File: src/hdl/wf3_pkg.sv
// Shared types, constants and compare helpers for the 3x3 window filter.
package wf3_pkg;

   localparam int PIX_W       = 8;
   localparam int COORD_W     = 10;
   localparam int CFG_W       = 11;
   localparam int WIN_N       = 9;
   localparam int QUEUE_DEPTH = 4;
   localparam int QCNT_W      = 3;
   localparam int SUM_W       = 12;
   localparam int MEAN_RECIP  = 7282;   // round-up of 2^16 / 9
   localparam int MEAN_SHIFT  = 16;
   localparam int PROD_W      = 25;
   localparam int MIN_SIZE    = 4;

   typedef logic [PIX_W-1:0]   pix_type;
   typedef logic [COORD_W-1:0] coord_type;

   typedef enum logic [1:0] {
      CSR_FRAME_WIDTH  = 2'd0,
      CSR_FRAME_HEIGHT = 2'd1,
      CSR_FILTER_MODE  = 2'd2
   } csr_idx_type;

   // One completed window plus where its results go.
   typedef struct packed {
      pix_type [WIN_N-1:0] win;
      logic                col_first;
      logic                col_last;
      logic                row_first;
      logic                row_last;
      coord_type           col;
      coord_type           row;
   } job_type;

   typedef struct packed {
      logic              full;
      logic              empty;
      logic [QCNT_W-1:0] count;
   } qstat_type;

   function automatic pix_type pmin(input pix_type a, input pix_type b);
      return (a < b) ? a : b;
   endfunction

   function automatic pix_type pmax(input pix_type a, input pix_type b);
      return (a > b) ? a : b;
   endfunction

   function automatic pix_type min3(input pix_type a, input pix_type b, input pix_type c);
      return pmin(pmin(a, b), c);
   endfunction

   function automatic pix_type max3(input pix_type a, input pix_type b, input pix_type c);
      return pmax(pmax(a, b), c);
   endfunction

   function automatic pix_type med3(input pix_type a, input pix_type b, input pix_type c);
      return pmax(pmin(a, b), pmin(pmax(a, b), c));
   endfunction

endpackage

File: src/hdl/wf3_back.sv
// Back end: median/mean pipeline and expansion into border-replicated results.
module wf3_back (
   input  logic                clock,
   input  logic                reset,
   input  logic                filter_mode,
   input  logic                q_empty,
   input  wf3_pkg::job_type    head,
   output logic                pop,
   output logic                out_valid,
   input  logic                out_ready,
   output wf3_pkg::pix_type    pixel_out,
   output wf3_pkg::coord_type  out_column,
   output wf3_pkg::coord_type  out_row,
   output logic                run_last,
   output logic                frame_done
);

   typedef struct packed {
      logic               col_first;
      logic               col_last;
      logic               row_first;
      logic               row_last;
      wf3_pkg::coord_type col;
      wf3_pkg::coord_type row;
   } meta_type;

   logic advance;
   logic em_last;

   // stage A: sort each column, column sums
   logic                 a_valid_ff;
   meta_type             a_meta_ff;
   wf3_pkg::pix_type [2:0] a_lo_ff, a_mid_ff, a_hi_ff;
   logic [9:0]           a_sum_ff [3];

   // stage B: max of lows, median of mids, min of highs; total
   logic                 b_valid_ff;
   meta_type             b_meta_ff;
   wf3_pkg::pix_type     b_lo_ff, b_mid_ff, b_hi_ff;
   logic [wf3_pkg::SUM_W-1:0] b_sum_ff;

   // emit register
   logic                 em_valid_ff;
   meta_type             em_meta_ff;
   wf3_pkg::pix_type     em_val_ff, em_val_in;
   logic                 em_j_ff, em_i_ff;
   logic [wf3_pkg::PROD_W-1:0] mean_prod;

   assign advance = !em_valid_ff || (out_ready && em_last);
   assign pop     = advance && !q_empty;

   always_ff @(posedge clock) begin
      if (reset) begin
         a_valid_ff  <= 1'b0;
         b_valid_ff  <= 1'b0;
         em_valid_ff <= 1'b0;
         em_j_ff     <= 1'b0;
         em_i_ff     <= 1'b0;
      end else begin
         if (advance) begin
            a_valid_ff  <= !q_empty;
            b_valid_ff  <= a_valid_ff;
            em_valid_ff <= b_valid_ff;
            em_j_ff     <= 1'b0;
            em_i_ff     <= 1'b0;
         end else if (out_ready) begin
            // step through columns, then rows
            if (em_j_ff || !(em_meta_ff.col_first || em_meta_ff.col_last)) begin
               em_j_ff <= 1'b0;
               em_i_ff <= 1'b1;
            end else begin
               em_j_ff <= 1'b1;
            end
         end
      end
   end

   always_ff @(posedge clock) begin
      if (advance) begin
         a_meta_ff <= '{col_first: head.col_first, col_last: head.col_last,
                        row_first: head.row_first, row_last: head.row_last,
                        col: head.col, row: head.row};
         for (int j = 0; j < 3; j++) begin
            a_lo_ff[j]  <= wf3_pkg::min3(head.win[j], head.win[3+j], head.win[6+j]);
            a_mid_ff[j] <= wf3_pkg::med3(head.win[j], head.win[3+j], head.win[6+j]);
            a_hi_ff[j]  <= wf3_pkg::max3(head.win[j], head.win[3+j], head.win[6+j]);
            a_sum_ff[j] <= 10'(head.win[j]) + 10'(head.win[3+j]) + 10'(head.win[6+j]);
         end
         b_meta_ff <= a_meta_ff;
         b_lo_ff   <= wf3_pkg::max3(a_lo_ff[0], a_lo_ff[1], a_lo_ff[2]);
         b_mid_ff  <= wf3_pkg::med3(a_mid_ff[0], a_mid_ff[1], a_mid_ff[2]);
         b_hi_ff   <= wf3_pkg::min3(a_hi_ff[0], a_hi_ff[1], a_hi_ff[2]);
         b_sum_ff  <= wf3_pkg::SUM_W'(a_sum_ff[0]) + wf3_pkg::SUM_W'(a_sum_ff[1])
                      + wf3_pkg::SUM_W'(a_sum_ff[2]);
         em_meta_ff <= b_meta_ff;
         em_val_ff  <= em_val_in;
      end
   end

   // sum / 9 by reciprocal; exact for sums up to 2295
   assign mean_prod = wf3_pkg::PROD_W'(b_sum_ff) * wf3_pkg::PROD_W'(wf3_pkg::MEAN_RECIP);
   assign em_val_in = filter_mode
                      ? mean_prod[wf3_pkg::MEAN_SHIFT +: wf3_pkg::PIX_W]
                      : wf3_pkg::med3(b_lo_ff, b_mid_ff, b_hi_ff);

   logic two_cols, two_rows;
   assign two_cols = em_meta_ff.col_first || em_meta_ff.col_last;
   assign two_rows = em_meta_ff.row_first || em_meta_ff.row_last;
   assign em_last  = (em_j_ff || !two_cols) && (em_i_ff || !two_rows);

   always_comb begin
      if (em_meta_ff.col_first && !em_j_ff) begin
         out_column = '0;
      end else if (em_meta_ff.col_last && em_j_ff) begin
         out_column = em_meta_ff.col;
      end else begin
         out_column = em_meta_ff.col - wf3_pkg::COORD_W'(1);
      end
      if (em_meta_ff.row_first && !em_i_ff) begin
         out_row = '0;
      end else if (em_meta_ff.row_last && em_i_ff) begin
         out_row = em_meta_ff.row;
      end else begin
         out_row = em_meta_ff.row - wf3_pkg::COORD_W'(1);
      end
   end

   assign out_valid  = em_valid_ff;
   assign pixel_out  = em_val_ff;
   assign run_last   = em_last;
   assign frame_done = em_meta_ff.col_last && em_j_ff && em_meta_ff.row_last && em_i_ff;

endmodule

File: config.mk
export PLATFORM = sky130hd
export DESIGN_NAME = wf3_back
export DESIGN_NICKNAME = d
export VERILOG_FILES = /design/src/hdl/wf3_pkg.sv /design/src/hdl/wf3_back.sv
export SDC_FILE = /design/constraint.sdc
export NUM_CORES = 1
export LEC_CHECK = 0
export BUFFER_PORTS_ARGS = -buffer_cell sky130_fd_sc_hd__buf_4
export CORE_MARGIN = 3
export CORE_UTILIZATION = 45
export DETAILED_ROUTE_END_ITERATION = 10
export HOLD_SLACK_MARGIN = 0.12
export SLEW_MARGIN = 0
export SYNTH_ARGS = -nofsm -noshare
export SYNTH_HDL_FRONTEND = slang
export SYNTH_SLANG_ARGS = --single-unit
File: constraint.sdc
create_clock -name clock -period 7.1 [get_ports clock]
set_input_delay 1.42 -clock clock [delete_from_list [all_inputs] [get_ports clock]]
set_output_delay 1.42 -clock clock [all_outputs]
set_load 0.005 [all_outputs]
==> results.yml <==
placed_design:
  dp.cells: 2298
  dp_hpwl_um: 34330
  portBuffers: 132
  post_dp_cell_area_um2: 19710
  finalWeightedCongestion: 0.9020
synthesis:
  synthArstFlopShare: 0
  synth_edf_count: 218
  synth.net_count: 2088
  synth_seq_cells: 223
  syn_inst: 1653
  syn_avg_cell_area_um2: 10.92
  synthFlopType: "edfxtp_1"
  seq_area_frac_synth: 0.3680
  yosysWarnings: 0
  syn_area_um2: 18060
  synth_cell_types: 61
clock_network:
  cts_hold_buffers: 0
  h-tree-depth: 1
  cts_setup_buffers: 0
  cts_resized: 0
  cts_made_buffers: 25
  cts-root-buf: "clkbuf_16"
  clk-insertion-delay-late_ps: 550
  clkSlewWorstSetupHoldPaths_ps: 60
  cts_tree: "done"
  clk_path_buf_depth: 3
  clock-sinks: 223
timing:
  period_needed_ps: 6550
  finClkSkew_ps: 21.79
  clock.fmax_mhz: 152.7
  drv_slew: 0
  fin_setup_tns_ps: 0
  rsz0062_at_grt: "false"
  hold_viol: 0
  period_share: 0.9226
  relSlewSlack: 0.3793
  finalSetupViolCount: 0
  worst_pin_slew_ps: 931.1
final_layout:
  multi_input_area_um2: 10380
  drive_above_1_share: 0.1634
  nets: 2242
  layout_common_cells: "ha_1, inv_1, edfxtp_1"
  n_antenna_cell: 0
  area_growth_pct: 13.77
  seq_area_um2: 6646
  stdcell_area_um2: 20540
  final_cell_count_no_fill: 2342
  nFillCells: 3477
  layout_commonest_cell: "ha_1"
hold_path:
  hold_path.startpoint: "b_meta_ff[12]"
  min_to: "em_meta_ff[12]"
  hold_depth: 0
  holdCritPathClass: "reg -> reg"
grt:
  grt-ovfl-total: 0
  grt_pass1_vias: 12860
  track_usage: 0.2019
  antenna_found_initial: 0
  grt_pass1_wl_um: 67390
  grt_max_degree: 115
route:
  vias_per_cell: 5.311
  dr.pass1.iters: 5
  routed_wirelength_um: 41790
  drtIter0Drc: 752
  drc: 0
  wl_per_cell_um: 17.84
  final_antenna_net_count: 0
  routed-via-count: 12440
worst_setup_path:
  critPathKind: "reg -> reg"
  r2r_cells: 23
  crit_slowest_cell: "a221o_1"
  critical_path_buf_inv_count: 2
  r2r-end: "b_mid_ff[2]"
  crit_family: "compound AO/OA/AOI/OAI gates"
  cp-end-kind: "flop"
  cp.required_ps: 7390
  critPathArrivalTime_ps: 6840
  reg2reg_from: "a_mid_ff[3]"
  crit_top_cell: "nor2b_1"
  crit_fanout: 14
  cp-start-kind: "flop"
  r2r_setup_slack_ps: 550
  path_cells: "ha_1 > and3_1 > a221o_1 > a221o_1 > and2_1 > o21ai_0 > ha_1 > a21o_1 > a21o_1 > a21oi_1 > nor2b_1 > buf_4 > mux2i_1 > ha_1 > nor2b_1 > o21a_1 > o21a_1 > o21bai_1 > a21oi_1 > nor2b_1 > nor2b_1 > buf_4 > mux2_4"
  max_stage_delay_ps: 490
floorplan:
  core_um2: 39190
  die-area_um2: 42570
  rows: 72
  chipWidth_um: 206.3
  start_util: 0.4608
  die_h_um: 206.3
  num_io_pins: 133
outcome:
  status: "finished clean"
run:
  drv_cap: 0
==> layout make-up <==
cell class                      instances  share of cell area
Clock buffer                           28             0.03100
Clock inverter                         16            0.009561
Inverter                              254             0.04677
Multi-Input combinational cell       1159              0.5050
Sequential cell                       223              0.3235
Tap cell                              518             0.03155
Timing Repair Buffer                  144             0.05262
==> kinds of logic (layout without fill, tap and decap cells) <==
| logic type | after synthesis | count (layout) | synth area share |
|---|---|---|---|
| xor+xnor | 46 | 46 | 0.02231 |
| fa+ha+maj | 334 | 334 | 0.2597 |
| compound gates | 326 | 326 | 0.1089 |
| mux | 181 | 181 | 0.1092 |
| flops | 223 | 223 | 0.3680 |
| buf+inv | 271 | 442 | 0.05744 |
| simple gates | 272 | 272 | 0.07441 |
==> synthesized netlist by cell type, drive strengths merged, types with 11 or more instances <==
| cell type | count | area, um2 |
|---|---|---|
| ha | 266 | 3328 |
| inv | 254 | 953.4 |
| edfxtp | 218 | 6546 |
| o21ai | 113 | 573.1 |
| mux2 | 107 | 1231 |
| a21oi | 93 | 465.5 |
| nand2 | 89 | 334.1 |
| mux2i | 74 | 740.7 |
| fa | 68 | 1361 |
| nor2 | 57 | 216.5 |
| a21o | 45 | 337.8 |
| xnor2 | 31 | 271.5 |
| o21a | 28 | 210.2 |
| nand4 | 24 | 150.1 |
| nor2b | 21 | 131.4 |
| nand3 | 20 | 100.1 |
| xor2 | 15 | 131.4 |
| o21bai | 14 | 105.1 |
| clkbuf | 12 | 45.04 |
| nand2b | 11 | 68.82 |
| nor3 | 11 | 66.32 |
==> flip-flops by register name, indices dropped and copies added, names as in the netlist, 8 cells and up <==
register,cells
a_lo_ff,24
pixel_out,8
a_hi_ff,24
b_mid_ff,8
b_meta_ff,24
b_hi_ff,8
a_meta_ff,24
a_mid_ff,24
a_sum_ff,30
b_sum_ff,12
b_lo_ff,8
em_meta_ff,24
==> per-layer routing <==
metal / global-route usage / up-vias / wire [um]
li1: - / 6229 / -
met1: 0.2721 / 5871 / 19130
met2: 0.3399 / 273 / 19530
met3: 0.02741 / 65 / 1869
met4: 0.06158 / 0 / 1256
met5: 0 / - / 0
==> how the worst max path moves through the flow <==
stage                     depth (start not counted)           end         from  slack (ps)
after floorplan                                   5    b_valid_ff    out_ready         560
after global placement                           25  a_mid_ff[16]     head[65]         410
after detailed placement                         26  a_mid_ff[20]     head[65]         300
after CTS                                        23   b_mid_ff[2]  a_mid_ff[3]         620
after global routing                             23   b_mid_ff[2]  a_mid_ff[3]         120
final                                            23   b_mid_ff[2]  a_mid_ff[3]         550
==> through the flow <==
step           utilization  setup WS, ps  hold slack (ps)
2_1_floorplan            -         558.5            400.3
3_3_place_gp        0.5030         406.8            400.2
3_5_place_dp        0.5030         296.8            404.5
4_1_cts             0.5243         622.1            418.2
5_1_grt             0.5243         117.8            421.0
6_report            0.5243         549.7            417.0
Power is not shown: default switching activity piles up to over one toggle a cycle in this logic, so the estimate is an artifact.
