==> src/hdl/wf3_pkg.sv <==
// Shared types, constants and compare helpers for the 3x3 window filter.
package wf3_pkg;

   localparam int PIX_W       = 8;
   localparam int COORD_W     = 10;
   localparam int CFG_W       = 11;
   localparam int WIN_N       = 9;
   localparam int QUEUE_DEPTH = 4;
   localparam int QCNT_W      = 3;
   localparam int SUM_W       = 12;
   localparam int MEAN_RECIP  = 7282;   // round-up of 2^16 / 9
   localparam int MEAN_SHIFT  = 16;
   localparam int PROD_W      = 25;
   localparam int MIN_SIZE    = 4;

   typedef logic [PIX_W-1:0]   pix_type;
   typedef logic [COORD_W-1:0] coord_type;

   typedef enum logic [1:0] {
      CSR_FRAME_WIDTH  = 2'd0,
      CSR_FRAME_HEIGHT = 2'd1,
      CSR_FILTER_MODE  = 2'd2
   } csr_idx_type;

   // One completed window plus where its results go.
   typedef struct packed {
      pix_type [WIN_N-1:0] win;
      logic                col_first;
      logic                col_last;
      logic                row_first;
      logic                row_last;
      coord_type           col;
      coord_type           row;
   } job_type;

   typedef struct packed {
      logic              full;
      logic              empty;
      logic [QCNT_W-1:0] count;
   } qstat_type;

   function automatic pix_type pmin(input pix_type a, input pix_type b);
      return (a < b) ? a : b;
   endfunction

   function automatic pix_type pmax(input pix_type a, input pix_type b);
      return (a > b) ? a : b;
   endfunction

   function automatic pix_type min3(input pix_type a, input pix_type b, input pix_type c);
      return pmin(pmin(a, b), c);
   endfunction

   function automatic pix_type max3(input pix_type a, input pix_type b, input pix_type c);
      return pmax(pmax(a, b), c);
   endfunction

   function automatic pix_type med3(input pix_type a, input pix_type b, input pix_type c);
      return pmax(pmin(a, b), pmin(pmax(a, b), c));
   endfunction

endpackage

==> src/hdl/wf3_fifo.sv <==
// Short job queue between front end and back end.
module wf3_fifo (
   input  logic               clock,
   input  logic               reset,
   input  logic               push,
   input  wf3_pkg::job_type   push_job,
   input  logic               pop,
   output wf3_pkg::job_type   head,
   output wf3_pkg::qstat_type stat
);

   localparam int PW = $clog2(wf3_pkg::QUEUE_DEPTH);

   wf3_pkg::job_type             mem_ff [wf3_pkg::QUEUE_DEPTH];
   logic [PW-1:0]                wr_ptr_ff, rd_ptr_ff;
   logic [wf3_pkg::QCNT_W-1:0]   count_ff, count_in;

   always_comb begin
      count_in = count_ff;
      if (push && !pop) begin
         count_in = count_ff + wf3_pkg::QCNT_W'(1);
      end else if (pop && !push) begin
         count_in = count_ff - wf3_pkg::QCNT_W'(1);
      end
   end

   always_ff @(posedge clock) begin
      if (reset) begin
         wr_ptr_ff <= '0;
         rd_ptr_ff <= '0;
         count_ff  <= '0;
      end else begin
         if (push) begin
            wr_ptr_ff <= wr_ptr_ff + PW'(1);
         end
         if (pop) begin
            rd_ptr_ff <= rd_ptr_ff + PW'(1);
         end
         count_ff <= count_in;
      end
   end

   always_ff @(posedge clock) begin
      if (push) begin
         mem_ff[wr_ptr_ff] <= push_job;
      end
   end

   assign head       = mem_ff[rd_ptr_ff];
   assign stat.count = count_ff;
   assign stat.empty = count_ff == '0;
   assign stat.full  = count_ff == wf3_pkg::QCNT_W'(wf3_pkg::QUEUE_DEPTH);

endmodule

==> config.mk <==
export PLATFORM = sky130hd
export DESIGN_NAME = wf3_fifo
export DESIGN_NICKNAME = d
export VERILOG_FILES = /design/src/hdl/wf3_pkg.sv /design/src/hdl/wf3_fifo.sv
export SDC_FILE = /design/constraint.sdc
export NUM_CORES = 1
export LEC_CHECK = 0
export BUFFER_PORTS_ARGS = -buffer_cell sky130_fd_sc_hd__buf_2
export CAP_MARGIN = 20
export CORE_UTILIZATION = 35
export CTS_CLUSTER_DIAMETER = 30
export DETAILED_ROUTE_END_ITERATION = 10
export GPL_ROUTABILITY_DRIVEN = 0
export PLACE_DENSITY = 0.56
export SKIP_CTS_REPAIR_TIMING = 1
export SYNTH_ARGS = -nofsm -noshare
export SYNTH_HDL_FRONTEND = slang
export SYNTH_SLANG_ARGS = --single-unit
==> constraint.sdc <==
create_clock -name clock -period 5.14 [get_ports clock]
set_input_delay 0.771 -clock clock [delete_from_list [all_inputs] [get_ports clock]]
set_output_delay 0.771 -clock clock [all_outputs]
set_load 0.05 [all_outputs]
==> results of run 1 <==
[per-stage QoR]
stage | cell area (µm²) | std cells | hold WS [ns] | power, mW | util
after floorplan | 14300 | 546 | 0.485 | 4.59 | -
after global placement | 15900 | 1258 | 0.502 | 4.86 | 0.398
after detailed placement | 15900 | 1258 | 0.519 | 4.87 | 0.398
after CTS | 18700 | 1411 | 0.358 | 10.1 | 0.468
after global routing | 18700 | 1411 | 0.371 | 10.3 | 0.468
final | 18700 | 1415 | 0.398 | 9.99 | 0.468
[final timing paths]
| check | startpoint | end | slack [ns] | depth (start not counted) |
|---|---|---|---|---|
| min reg2reg | count_ff[2] | count_ff[2] | 0.53 | 2 |
| max reg2reg | wr_ptr_ff[0] | mem_ff[2][38] | 2.92 | 4 |
| min | push_job[42] | mem_ff[2][42] | 0.40 | 1 |
| max | register | head[69] | 1.51 | 3 |
[layout by cell type, fill, tap and decap left out]
cell	count
sky130_fd_sc_hd__clkbuf_1	10
sky130_fd_sc_hd__mux4_2	96
sky130_fd_sc_hd__xor2_1	3
sky130_fd_sc_hd__xnor2_1	2
sky130_fd_sc_hd__clkinv_8	1
sky130_fd_sc_hd__dfxtp_4	2
sky130_fd_sc_hd__clkinv_2	14
sky130_fd_sc_hd__mux2i_1	2
sky130_fd_sc_hd__clkinvlp_4	7
sky130_fd_sc_hd__nand2_1	1
sky130_fd_sc_hd__diode_2	4
sky130_fd_sc_hd__nor3b_1	1
sky130_fd_sc_hd__inv_6	3
sky130_fd_sc_hd__dfxtp_1	7
sky130_fd_sc_hd__a21oi_1	1
sky130_fd_sc_hd__or3_1	1
sky130_fd_sc_hd__ha_1	5
sky130_fd_sc_hd__clkinv_1	14
sky130_fd_sc_hd__buf_12	4
sky130_fd_sc_hd__edfxtp_1	384
sky130_fd_sc_hd__nor3_1	1
sky130_fd_sc_hd__buf_4	6
sky130_fd_sc_hd__inv_16	2
sky130_fd_sc_hd__clkinv_16	1
sky130_fd_sc_hd__bufinv_16	11
sky130_fd_sc_hd__clkbuf_16	83
sky130_fd_sc_hd__and2_4	4
sky130_fd_sc_hd__inv_1	4
sky130_fd_sc_hd__o21ai_0	1
sky130_fd_sc_hd__nor2_1	7
sky130_fd_sc_hd__clkinv_4	7
sky130_fd_sc_hd__buf_2	200
sky130_fd_sc_hd__fa_1	1
[synthesized netlist by cell type (all sizes together)]
cell      n  area, µm²
a21oi     1       5.00
and2      4       25.0
buf      17        146
clkbuf    6       22.5
dfxtp     9        180
edfxtp  384      11500
fa        1       20.0
ha        5       62.6
inv       4       15.0
mux2i     2       20.0
mux4     96       2160
nand2     1       3.75
nor2      7       26.3
nor3      1       5.00
nor3b     1       7.51
o21ai     1       5.00
or3       1       6.26
xnor2     2       17.5
xor2      3       26.3
[kinds of logic (layout without fill, tap and decap cells)]
| logic type | after synthesis | count (layout) | share of synthesized area |
|---|---|---|---|
| muxes | 98 | 98 | 0.153 |
| DFF | 393 | 393 | 0.820 |
| and+or+nand+nor | 15 | 15 | 0.00517 |
| other | 0 | 4 | 0 |
| xor gates and xnor gates | 5 | 5 | 0.00307 |
| buffers and inverters | 27 | 367 | 0.0129 |
| adders and majority gates | 6 | 6 | 0.00578 |
| AOI/OAI and AO/OA | 2 | 2 | 0.000700 |
[per-layer routing]
metal	up-vias	track usage	wire [µm]	part of all wire
li1	2934	-	-	-
met1	3532	0.188	12700	0.45
met2	228	0.211	13300	0.46
met3	62	0.0391	1830	0.064
met4	2	0.0645	737	0.026
met5	-	0	13	0.00045
[registers in the layout (all words and copies together), names as in the netlist, named ones only]
register   flops
count_ff       3
rd_ptr_ff      2
mem_ff       384
wr_ptr_ff      2
[area by class of cell]
type	instances	area, µm²
antenna	4	10.0
clock buffer	93	2110
clock inverter	60	679
fill	3335	21300
inverter	4	15.0
multi-input combinational	126	2400
sequential	393	11700
tap	525	657
timing repair buffer	210	1130
[power groups by stage]
stage / Combinational, mW / Clock [mW] / Sequential [mW]
after CTS: 1.04 / 5.30 / 3.78
after floorplan: 0.786 / 0 / 3.80
after global placement: 1.03 / 0 / 3.83
after global routing: 1.07 / 5.46 / 3.79
after detailed placement: 1.03 / 0 / 3.83
final: 1.02 / 5.20 / 3.77
==> impl_metrics.sql, run 1 <==
INSERT INTO impl_metrics (metric_group, metric, value, unit) VALUES
('status', 'run_status', 'completed', ''),
('placement', 'dpl.hpwl', '16100', 'µm'),
('power_and_ir_drop', 'ir_worst_vdd', '302', 'µV'),
('synthesis', 'synth_sequential_area_ratio', '0.820', ''),
('synthesis', 'yosysUniqueCellTypes', '22', ''),
('sta', 'finalSetupViolations', '0', ''),
('sta', 'worst_clock_skew', '0.00896', 'ns'),
('detailed_routing', 'drt-wirelength-per-cell', '20.2', 'µm'),
('hold_path', 'hold_class', 'input port to register', ''),
('synthesis', 'synth_seq_cells', '393', ''),
('sta', 'worst_slack', '1.51', 'ns'),
('sta', 'timing.final.crit_period', '3.63', 'ns'),
('sta', 'fmax', '275', 'MHz'),
('floorplanning', 'fp.dieW', '204', 'µm'),
('grt', 'global_route_wire_length_before_repair', '43000', 'µm'),
('worst_setup_path', 'crit_path_max_incr_delay', '1.00', 'ns'),
('job', 'drv_cap', '0', ''),
('grt', 'grt_pass1_vias', '7379', ''),
('floorplanning', 'placement_rows', '73', ''),
('sta', 'setup_total_negative_slack', '0', 'ns'),
('sta', 'rsz_0062_raised_after_global_routing', 'false', ''),
('clocking', 'tritoncts', 'yes', ''),
('grt', 'grt_antenna_before_repair', '1', ''),
('worst_setup_path', 'crit_path_max_fanout', '44', ''),
('sta', 'normalized_max_slew_margin', '0.284', ''),
('power_and_ir_drop', 'sw_frac_of_total', '0.247', ''),
('clocking', 'insertion_delay', '0.58', 'ns'),
('sta', 'max_slew.worst_pin.slew', '1.07', 'ns'),
('synthesis', 'synthesis.area', '14300', 'µm²'),
('final_layout', 'layout-drive-gt1-share', '0.498', ''),
('detailed_routing', 'drt-total-wl', '28600', 'µm'),
('worst_setup_path', 'path_delay_family', 'flip-flops', ''),
('clocking', 'path_clk_slew', '0.05', 'ns'),
('placement', 'buffer_ports.inserted', '200', ''),
('worst_setup_path', 'slowest_cell_on_crit_path', 'sky130_fd_sc_hd__dfxtp_4', ''),
('sta', 'final-hold-violation-count', '0', ''),
('detailed_routing', 'drcViolationCount', '0', ''),
('worst_setup_path', 'cp_data_arrival_time', '2.86', 'ns'),
('clocking', 'clock_sink_count', '393', ''),
('detailed_routing', 'drt-vias-per-instance', '4.78', ''),
('placement', 'placement.setup.worst_slack', '2.01', 'ns'),
('power_and_ir_drop', 'internal_power', '7.52', 'mW'),
('worst_setup_path', 'cell_breakdown_of_the_critical_path', 'buf_4 > mux4_2 > buf_2', ''),
('floorplanning', 'dieHeight', '204', 'µm'),
('final_layout', 'fin_nets', '924', ''),
('detailed_routing', 'detailedRoute.firstIterationViolations', '317', ''),
('detailed_routing', 'num_vias', '6758', ''),
('worst_setup_path', 'path_buf_inv', '2', ''),
('detailed_routing', 'router_iterations_before_antenna_repair', '4', ''),
('synthesis', 'yosys_warnings', '0', ''),
('worst_setup_path', 'worst_path_required', '4.37', 'ns'),
('floorplanning', 'top_level_ports', '201', ''),
('sta', 'maxSlewViolCount', '0', ''),
('sta', 'portion_of_the_clock_cycle_consumed_by_the_worst_path_in_the_final_layout', '0.707', ''),
('grt', 'maximum_number_of_pins_on_one_net_before_global_route_repair', '64', ''),
('detailed_routing', 'route.antenna.remaining_nets', '0', ''),
('power_and_ir_drop', 'clock_power_share', '0.520', ''),
('grt', 'globalRouteTotalUtil', '0.140', ''),
('power_and_ir_drop', 'power_leakage', '6.46', 'nW'),
('worst_setup_path', 'worstSetupPathType', 'register to output pin', ''),
('clocking', 'number_of_buffers_created_by_cts', '83', ''),
('clocking', 'ctsLongestPathBuffers', '3', ''),
('floorplanning', 'placeableCoreArea', '40000', 'µm²'),
('worst_setup_path', 'worstSetupEndpointType', 'output pin', ''),
('worst_setup_path', 'critical_path.startpoint_type', 'register', ''),
('final_layout', 'area.growth.synth_to_final', '31.0', '%'),
('power_and_ir_drop', 'sequentialPowerShare', '0.378', ''),
('synthesis', 'syn-instance-count', '546', ''),
('clocking', 'root_buffer', 'sky130_fd_sc_hd__clkbuf_16', ''),
('grt', 'overflow', '0', ''),
('power_and_ir_drop', 'power_frac_comb', '0.102', ''),
('power_and_ir_drop', 'power.density', '533', 'nW/µm²'),
('power_and_ir_drop', 'p_sw', '2.47', 'mW'),
('synthesis', 'post_synth.cell_area_avg', '26.2', 'µm²'),
('floorplanning', 'die_area', '41600', 'µm²'),
('synthesis', 'net_count_after_synthesis', '652', ''),
('floorplanning', 'starting_density', '0.357', ''),
('clocking', 'htreeDepth', '3', '');
Note: power is estimated with default switching activity, not from simulation.
==> inputs of run 2 (changes only) <==
Clock period 5.14 ns to 3.6 ns, I/O delays scaled along.
==> run 2 against run 1 <==
Register-to-register slack got worse by 1.2 ns. Wire length decreased by 0.57%. Critical path depth unchanged. Clock skew increased by 0.0045 ns. Final area increased by 0.68%. Clock-buffer cell count increased by 1. Sequential cell count unchanged. Worst hold slack got worse by 0.23 ns. Final cell count about the same. Die area unchanged. Sequential power increased by 42%.
==> impl_metrics.sql, run 2 (synthesis results as in run 1) <==
INSERT INTO impl_metrics (metric_group, metric, value, unit) VALUES
('clocking', 'insertion_delay', '0.57', 'ns'),
('final_layout', 'stdcell_count', '1416', ''),
('power_and_ir_drop', 'design_power_total', '14.5', 'mW'),
('final_layout', 'registers.top_by_ff_count', 'mem_ff', ''),
('grt', 'grt_antenna_before_repair', '2', ''),
('clocking', 'clock_sink_count', '393', ''),
('placement', 'dpl.hpwl', '16000', 'µm'),
('worst_setup_path', 'r2r_start', 'wr_ptr_ff[0]', ''),
('placement', 'placement.setup.worst_slack', '1.31', 'ns'),
('final_layout', 'largest_registers', 'mem_ff (384), count_ff (3)', ''),
('floorplanning', 'placeableCoreArea', '40000', 'µm²'),
('sta', 'normalized_max_slew_margin', '0.502', ''),
('placement', 'buffer_ports.inserted', '200', ''),
('clocking', 'tritoncts', 'yes', ''),
('sta', 'worst_slack', '0.768', 'ns'),
('worst_setup_path', 'worstSetupEndpointType', 'output pin', ''),
('worst_setup_path', 'cp_data_arrival_time', '2.29', 'ns'),
('final_layout', 'largest_reg_flops', '384', ''),
('detailed_routing', 'drt-total-wl', '28400', 'µm'),
('floorplanning', 'starting_density', '0.357', ''),
('clocking', 'path_clk_slew', '0.05', 'ns'),
('sta', 'portion_of_the_clock_cycle_consumed_by_the_worst_path_in_the_final_layout', '0.787', ''),
('sta', 'rsz_0062_raised_after_global_routing', 'false', ''),
('detailed_routing', 'num_vias', '6718', ''),
('floorplanning', 'fp.dieW', '204', 'µm'),
('detailed_routing', 'route.antenna.remaining_nets', '0', ''),
('grt', 'global_route_wire_length_before_repair', '43000', 'µm'),
('clocking', 'root_buffer', 'sky130_fd_sc_hd__clkbuf_16', ''),
('sta', 'fmax', '353', 'MHz'),
('clocking', 'htreeDepth', '3', ''),
('clocking', 'ctsLongestPathBuffers', '3', ''),
('final_layout', 'layout.cells.most_common_list', 'sky130_fd_sc_hd__edfxtp_1, sky130_fd_sc_hd__buf_2, sky130_fd_sc_hd__mux4_2, sky130_fd_sc_hd__clkbuf_16, sky130_fd_sc_hd__clkinv_1', ''),
('worst_setup_path', 'critical_path.startpoint_type', 'register', ''),
('sta', 'max_slew.worst_pin.slew', '0.747', 'ns'),
('final_layout', 'commonest_non_fill_non_tap_cell_in_the_layout', 'sky130_fd_sc_hd__edfxtp_1', ''),
('detailed_routing', 'drt-wirelength-per-cell', '20.1', 'µm'),
('grt', 'maximum_number_of_pins_on_one_net_before_global_route_repair', '57', ''),
('clocking', 'number_of_buffers_created_by_cts', '83', ''),
('sta', 'timing.final.crit_period', '2.83', 'ns'),
('final_layout', 'layout-drive-gt1-share', '0.503', ''),
('grt', 'grt_pass1_vias', '7479', ''),
('detailed_routing', 'detailedRoute.firstIterationViolations', '253', ''),
('hold_path', 'hp-start', 'push_job[11]', ''),
('detailed_routing', 'drt-vias-per-instance', '4.74', ''),
('sta', 'maxSlewViolCount', '0', ''),
('status', 'run_status', 'completed', ''),
('power_and_ir_drop', 'ir_worst_vdd', '418', 'µV'),
('sta', 'finalSetupViolations', '0', ''),
('floorplanning', 'placement_rows', '73', ''),
('grt', 'globalRouteTotalUtil', '0.140', ''),
('final_layout', 'area.growth.synth_to_final', '31.9', '%'),
('detailed_routing', 'drcViolationCount', '0', ''),
('sta', 'setup_total_negative_slack', '0', 'ns'),
('sta', 'worst_clock_skew', '0.0134', 'ns'),
('floorplanning', 'dieHeight', '204', 'µm'),
('power_and_ir_drop', 'power_leakage', '6.52', 'nW'),
('placement', 'placed_cells', '1260', ''),
('sta', 'final-hold-violation-count', '0', ''),
('power_and_ir_drop', 'power.density', '767', 'nW/µm²'),
('worst_setup_path', 'crit_path_max_fanout', '28', ''),
('grt', 'overflow', '0', ''),
('final_layout', 'fin_nets', '926', ''),
('floorplanning', 'top_level_ports', '201', ''),
('hold_path', 'hold_class', 'input port to register', ''),
('detailed_routing', 'router_iterations_before_antenna_repair', '4', ''),
('floorplanning', 'die_area', '41600', 'µm²'),
('worst_setup_path', 'worstSetupPathType', 'register to output pin', ''),
('job', 'drv_cap', '0', ''),
('worst_setup_path', 'worst_path_required', '3.06', 'ns');
run 2: changes by cell type in the layout (fill, tap and decap cells not counted), sizes merged:
cell,delta
inv,+1
clkinvlp,+1
buf,+2
diode,-2
clkbuf,+1
clkinv,-2
run 2: power breakdown:
group / leakage [nW] / switching, mW / total (mW) / internal (mW)
registers: 3.60 / 0.0705 / 5.34 / 5.27
clock network: 1.39 / 2.39 / 7.61 / 5.22
logic: 1.53 / 1.05 / 1.50 / 0.445
run 2: critical path, stage by stage, from the launching register on:
cell and delay [ns]:
sky130_fd_sc_hd__dfxtp_4 0.67, sky130_fd_sc_hd__buf_4 0.42, sky130_fd_sc_hd__mux4_2 0.37, sky130_fd_sc_hd__buf_2 0.23
run 2: path summary, 6_finish.rpt:
kind / endpoint / slack, ns / depth (start not counted)
setup / recovery: head[46] / 0.77 / 3
hold / removal: mem_ff[2][11] / 0.17 / 1
setup reg to reg: mem_ff[2][71] / 1.69 / 4
hold reg to reg: register / 0.51 / 2
run 2: per-stage QoR:
step                      hold WS (ns)  utilization  cell area [µm²]
after floorplan                  0.485            -            14300
after global placement           0.500        0.399            16000
after detailed placement         0.512        0.399            16000
after CTS                        0.136        0.471            18800
after global routing             0.148        0.471            18800
final                            0.172        0.471            18900
run 2: area by class of cell:
class,instances,area (µm²)
Inverter,4,15.0
Antenna cell,2,5.00
Timing Repair Buffer,212,1180
Clock inverter,60,651
Fill cell,3344,21200
Clock buffer,94,2220
Tap cell,525,657
Sequential cell,393,11700
Multi-Input combinational cell,126,2400
run 2: metal layers:
metal | vias to the layer above | global-route usage | part of all wire
met2 | 227 | 0.217 | 0.47
met5 | - | 0 | 0
li1 | 2942 | - | -
met1 | 3498 | 0.179 | 0.44
met3 | 51 | 0.0446 | 0.062
met4 | 0 | 0.0648 | 0.022
==> inputs of run 3 (changes only) <==
Settings changed: PLACE_DENSITY 0.56 to 0.58.
Clock period 3.6 ns to 2.6 ns, I/O delays scaled along.
==> run 3 against run 2 <==
Final area grew 1.5%. First-iteration DRC count increased by 20%. Sequential cell count is the same. Total power up 42%. Setup slack worse by 0.67 ns. Non-clock buffer count rose by 11. Via count grew 0.36%. Wire length decreased by 1.8%. Clock power up 45%. Sequential power rose by 38%. Final cell count increased by 0.49%. Critical path type unchanged.
==> impl_metrics.sql, run 3 (synthesis results as in run 1) <==
INSERT INTO impl_metrics (metric_group, metric, value, unit) VALUES
('detailed_routing', 'detailedRoute.firstIterationViolations', '304', ''),
('detailed_routing', 'wl_met1', '12400', 'µm'),
('clocking', 'tritoncts', 'yes', ''),
('detailed_routing', 'wl_met2', '12800', 'µm'),
('worst_setup_path', 'r2r_start', 'wr_ptr_ff[0]', ''),
('sta', 'finalSetupViolations', '0', ''),
('final_layout', 'area.growth.synth_to_final', '33.9', '%'),
('clocking', 'insertion_delay', '0.56', 'ns'),
('worst_setup_path', 'slowest_cell_on_crit_path', 'sky130_fd_sc_hd__mux4_2', ''),
('grt', 'globalRouteTotalUtil', '0.138', ''),
('detailed_routing', 'drcViolationCount', '0', ''),
('floorplanning', 'die_area', '41600', 'µm²'),
('hold_path', 'holdPathEnd', 'mem_ff[0][34]', ''),
('worst_setup_path', 'cell_breakdown_of_the_critical_path', 'buf_12 > buf_4 > mux4_2 > buf_2', ''),
('sta', 'worst_clock_skew', '0.0106', 'ns'),
('grt', 'grt_pass1_vias', '7496', ''),
('power_and_ir_drop', 'ir_worst_vdd', '739', 'µV'),
('detailed_routing', 'router_iterations_before_antenna_repair', '6', ''),
('placement', 'buffer_ports.inserted', '200', ''),
('detailed_routing', 'met3_wirelength', '2310', 'µm'),
('power_and_ir_drop', 'power_leakage', '6.65', 'nW'),
('grt', 'grt_antenna_before_repair', '1', ''),
('worst_setup_path', 'worst-r2r-cell-count', '3', ''),
('worst_setup_path', 'critical_path.startpoint_type', 'register', ''),
('worst_setup_path', 'crit_path_max_fanout', '13', ''),
('sta', 'final-hold-violation-count', '0', ''),
('floorplanning', 'placeableCoreArea', '40000', 'µm²'),
('sta', 'portion_of_the_clock_cycle_consumed_by_the_worst_path_in_the_final_layout', '0.963', ''),
('final_layout', 'fin_nets', '936', ''),
('worst_setup_path', 'worstSetupPathType', 'register to output pin', ''),
('final_layout', 'layout.cells.most_common_list', 'sky130_fd_sc_hd__edfxtp_1, sky130_fd_sc_hd__buf_2, sky130_fd_sc_hd__mux4_2, sky130_fd_sc_hd__clkbuf_16, sky130_fd_sc_hd__bufinv_16', ''),
('final_layout', 'largest_reg_flops', '384', ''),
('detailed_routing', 'drt-wirelength-per-cell', '19.6', 'µm'),
('placement', 'placement.setup.worst_slack', '0.630', 'ns'),
('floorplanning', 'dieHeight', '204', 'µm'),
('status', 'run_status', 'completed', ''),
('final_layout', 'registers.top_by_ff_count', 'mem_ff', ''),
('sta', 'rsz_0062_raised_after_global_routing', 'true', ''),
('hold_path', 'hp-start', 'push_job[34]', ''),
('detailed_routing', 'top_layer_used', 'met4', ''),
('final_layout', 'multi_input_area', '2400', 'µm²'),
('power_and_ir_drop', 'internal_power', '15.6', 'mW'),
('worst_setup_path', 'crit_path_max_incr_delay', '0.54', 'ns'),
('worst_setup_path', 'worstSetupEndpointType', 'output pin', ''),
('sta', 'fmax', '399', 'MHz'),
('power_and_ir_drop', 'power_frac_comb', '0.104', ''),
('floorplanning', 'starting_density', '0.357', ''),
('final_layout', 'largest_registers', 'mem_ff (384), count_ff (3)', ''),
('power_and_ir_drop', 'clock_power_share', '0.537', ''),
('clocking', 'number_of_buffers_created_by_cts', '82', ''),
('sta', 'worst_slack', '0.0950', 'ns'),
('hold_path', 'hold_class', 'input port to register', ''),
('power_and_ir_drop', 'sw_frac_of_total', '0.238', ''),
('final_layout', 'commonest_non_fill_non_tap_cell_in_the_layout', 'sky130_fd_sc_hd__edfxtp_1', ''),
('clocking', 'path_clk_slew', '0.05', 'ns'),
('detailed_routing', 'drt-vias-per-instance', '4.74', ''),
('grt', 'global_route_wire_length_before_repair', '43000', 'µm'),
('power_and_ir_drop', 'p_sw', '4.89', 'mW'),
('clocking', 'clock_sink_count', '393', ''),
('final_layout', 'layout-drive-gt1-share', '0.511', ''),
('final_layout', 'antenna-diode-count', '0', ''),
('grt', 'maximum_number_of_pins_on_one_net_before_global_route_repair', '52', ''),
('clocking', 'htreeDepth', '3', ''),
('clocking', 'ctsLongestPathBuffers', '3', ''),
('power_and_ir_drop', 'sequentialPowerShare', '0.359', ''),
('worst_setup_path', 'worst_path_required', '2.21', 'ns'),
('floorplanning', 'fp.dieW', '204', 'µm'),
('clocking', 'root_buffer', 'sky130_fd_sc_hd__clkbuf_16', ''),
('worst_setup_path', 'reg2reg_to', 'mem_ff[3][81]', ''),
('detailed_routing', 'route.antenna.remaining_nets', '0', ''),
('final_layout', 'ff_latch_area', '11700', 'µm²'),
('placement', 'dpl.hpwl', '16400', 'µm'),
('floorplanning', 'placement_rows', '73', ''),
('detailed_routing', 'num_vias', '6742', ''),
('job', 'drv_cap', '0', ''),
('power_and_ir_drop', 'power.density', '1070', 'nW/µm²'),
('worst_setup_path', 'reg2reg_slack', '0.99', 'ns'),
('final_layout', 'fillCellCount', '3261', ''),
('sta', 'max_slew.worst_pin.slew', '0.362', 'ns'),
('grt', 'overflow', '0', ''),
('sta', 'normalized_max_slew_margin', '0.758', ''),
('hold_path', 'worstHoldPathCells', '1', ''),
('worst_setup_path', 'cp_data_arrival_time', '2.12', 'ns'),
('detailed_routing', 'drt-total-wl', '27900', 'µm'),
('sta', 'maxSlewViolCount', '0', ''),
('final_layout', 'utilization', '0.478', ''),
('floorplanning', 'top_level_ports', '201', ''),
('power_and_ir_drop', 'design_power_total', '20.5', 'mW'),
('sta', 'timing.final.crit_period', '2.51', 'ns');
==> run 3: final cells by class <==
| cell class | instances | area share |
|---|---|---|
| clock inverters | 60 | 0.0427 |
| well taps | 525 | 0.0343 |
| multi-input cells | 126 | 0.126 |
| repair buffers | 223 | 0.0707 |
| inverters | 4 | 0.000785 |
| flip-flops and latches | 393 | 0.613 |
| clock buffers | 92 | 0.113 |
==> run 3: how the worst max path moves through the flow <==
stage                            from        to  slack [ns]  cells after the start
after floorplan           count_ff[2]   stat[4]        0.33                      1
after global placement       register  head[59]        0.65                      4
after global routing         register  head[73]       -0.01                      4
after detailed placement     register  head[59]        0.63                      4
after CTS                    register  head[59]        0.02                      4
final                        register  head[78]        0.09                      4
==> run 3: per-stage QoR <==
stage / hold WS, ns / setup TNS [ns] / instance area [µm²] / std cells
floorplan: 0.485 / 0 / 14300 / 546
global placement: 0.503 / 0 / 16100 / 1268
detailed placement: 0.520 / 0 / 16100 / 1268
CTS: -0.00638 / 0 / 19100 / 1420
global route: 0.0000173 / -0.0167 / 19100 / 1423
finish: 0.0331 / 0 / 19100 / 1423
==> run 3: critical path: cells and delay by family, from the launching register on <==
family   cells  cell delay (ns)
buf+inv      3             0.61
mux          1             0.54
flops        1             0.37
==> run 3: layer usage <==
layer,vias up,track usage
met1,3507,0.183
li1,2965,-
met2,220,0.207
met3,50,0.0509
met4,0,0.0493
met5,-,0
==> run 3: power by group through the flow <==
stage	clock, mW	combinational (mW)	sequential [mW]
floorplan	0	1.55	7.50
detailed placement	0	2.17	7.49
global placement	0	2.15	7.48
global route	11.5	2.26	7.40
finish	11.0	2.13	7.38
CTS	11.2	2.17	7.38
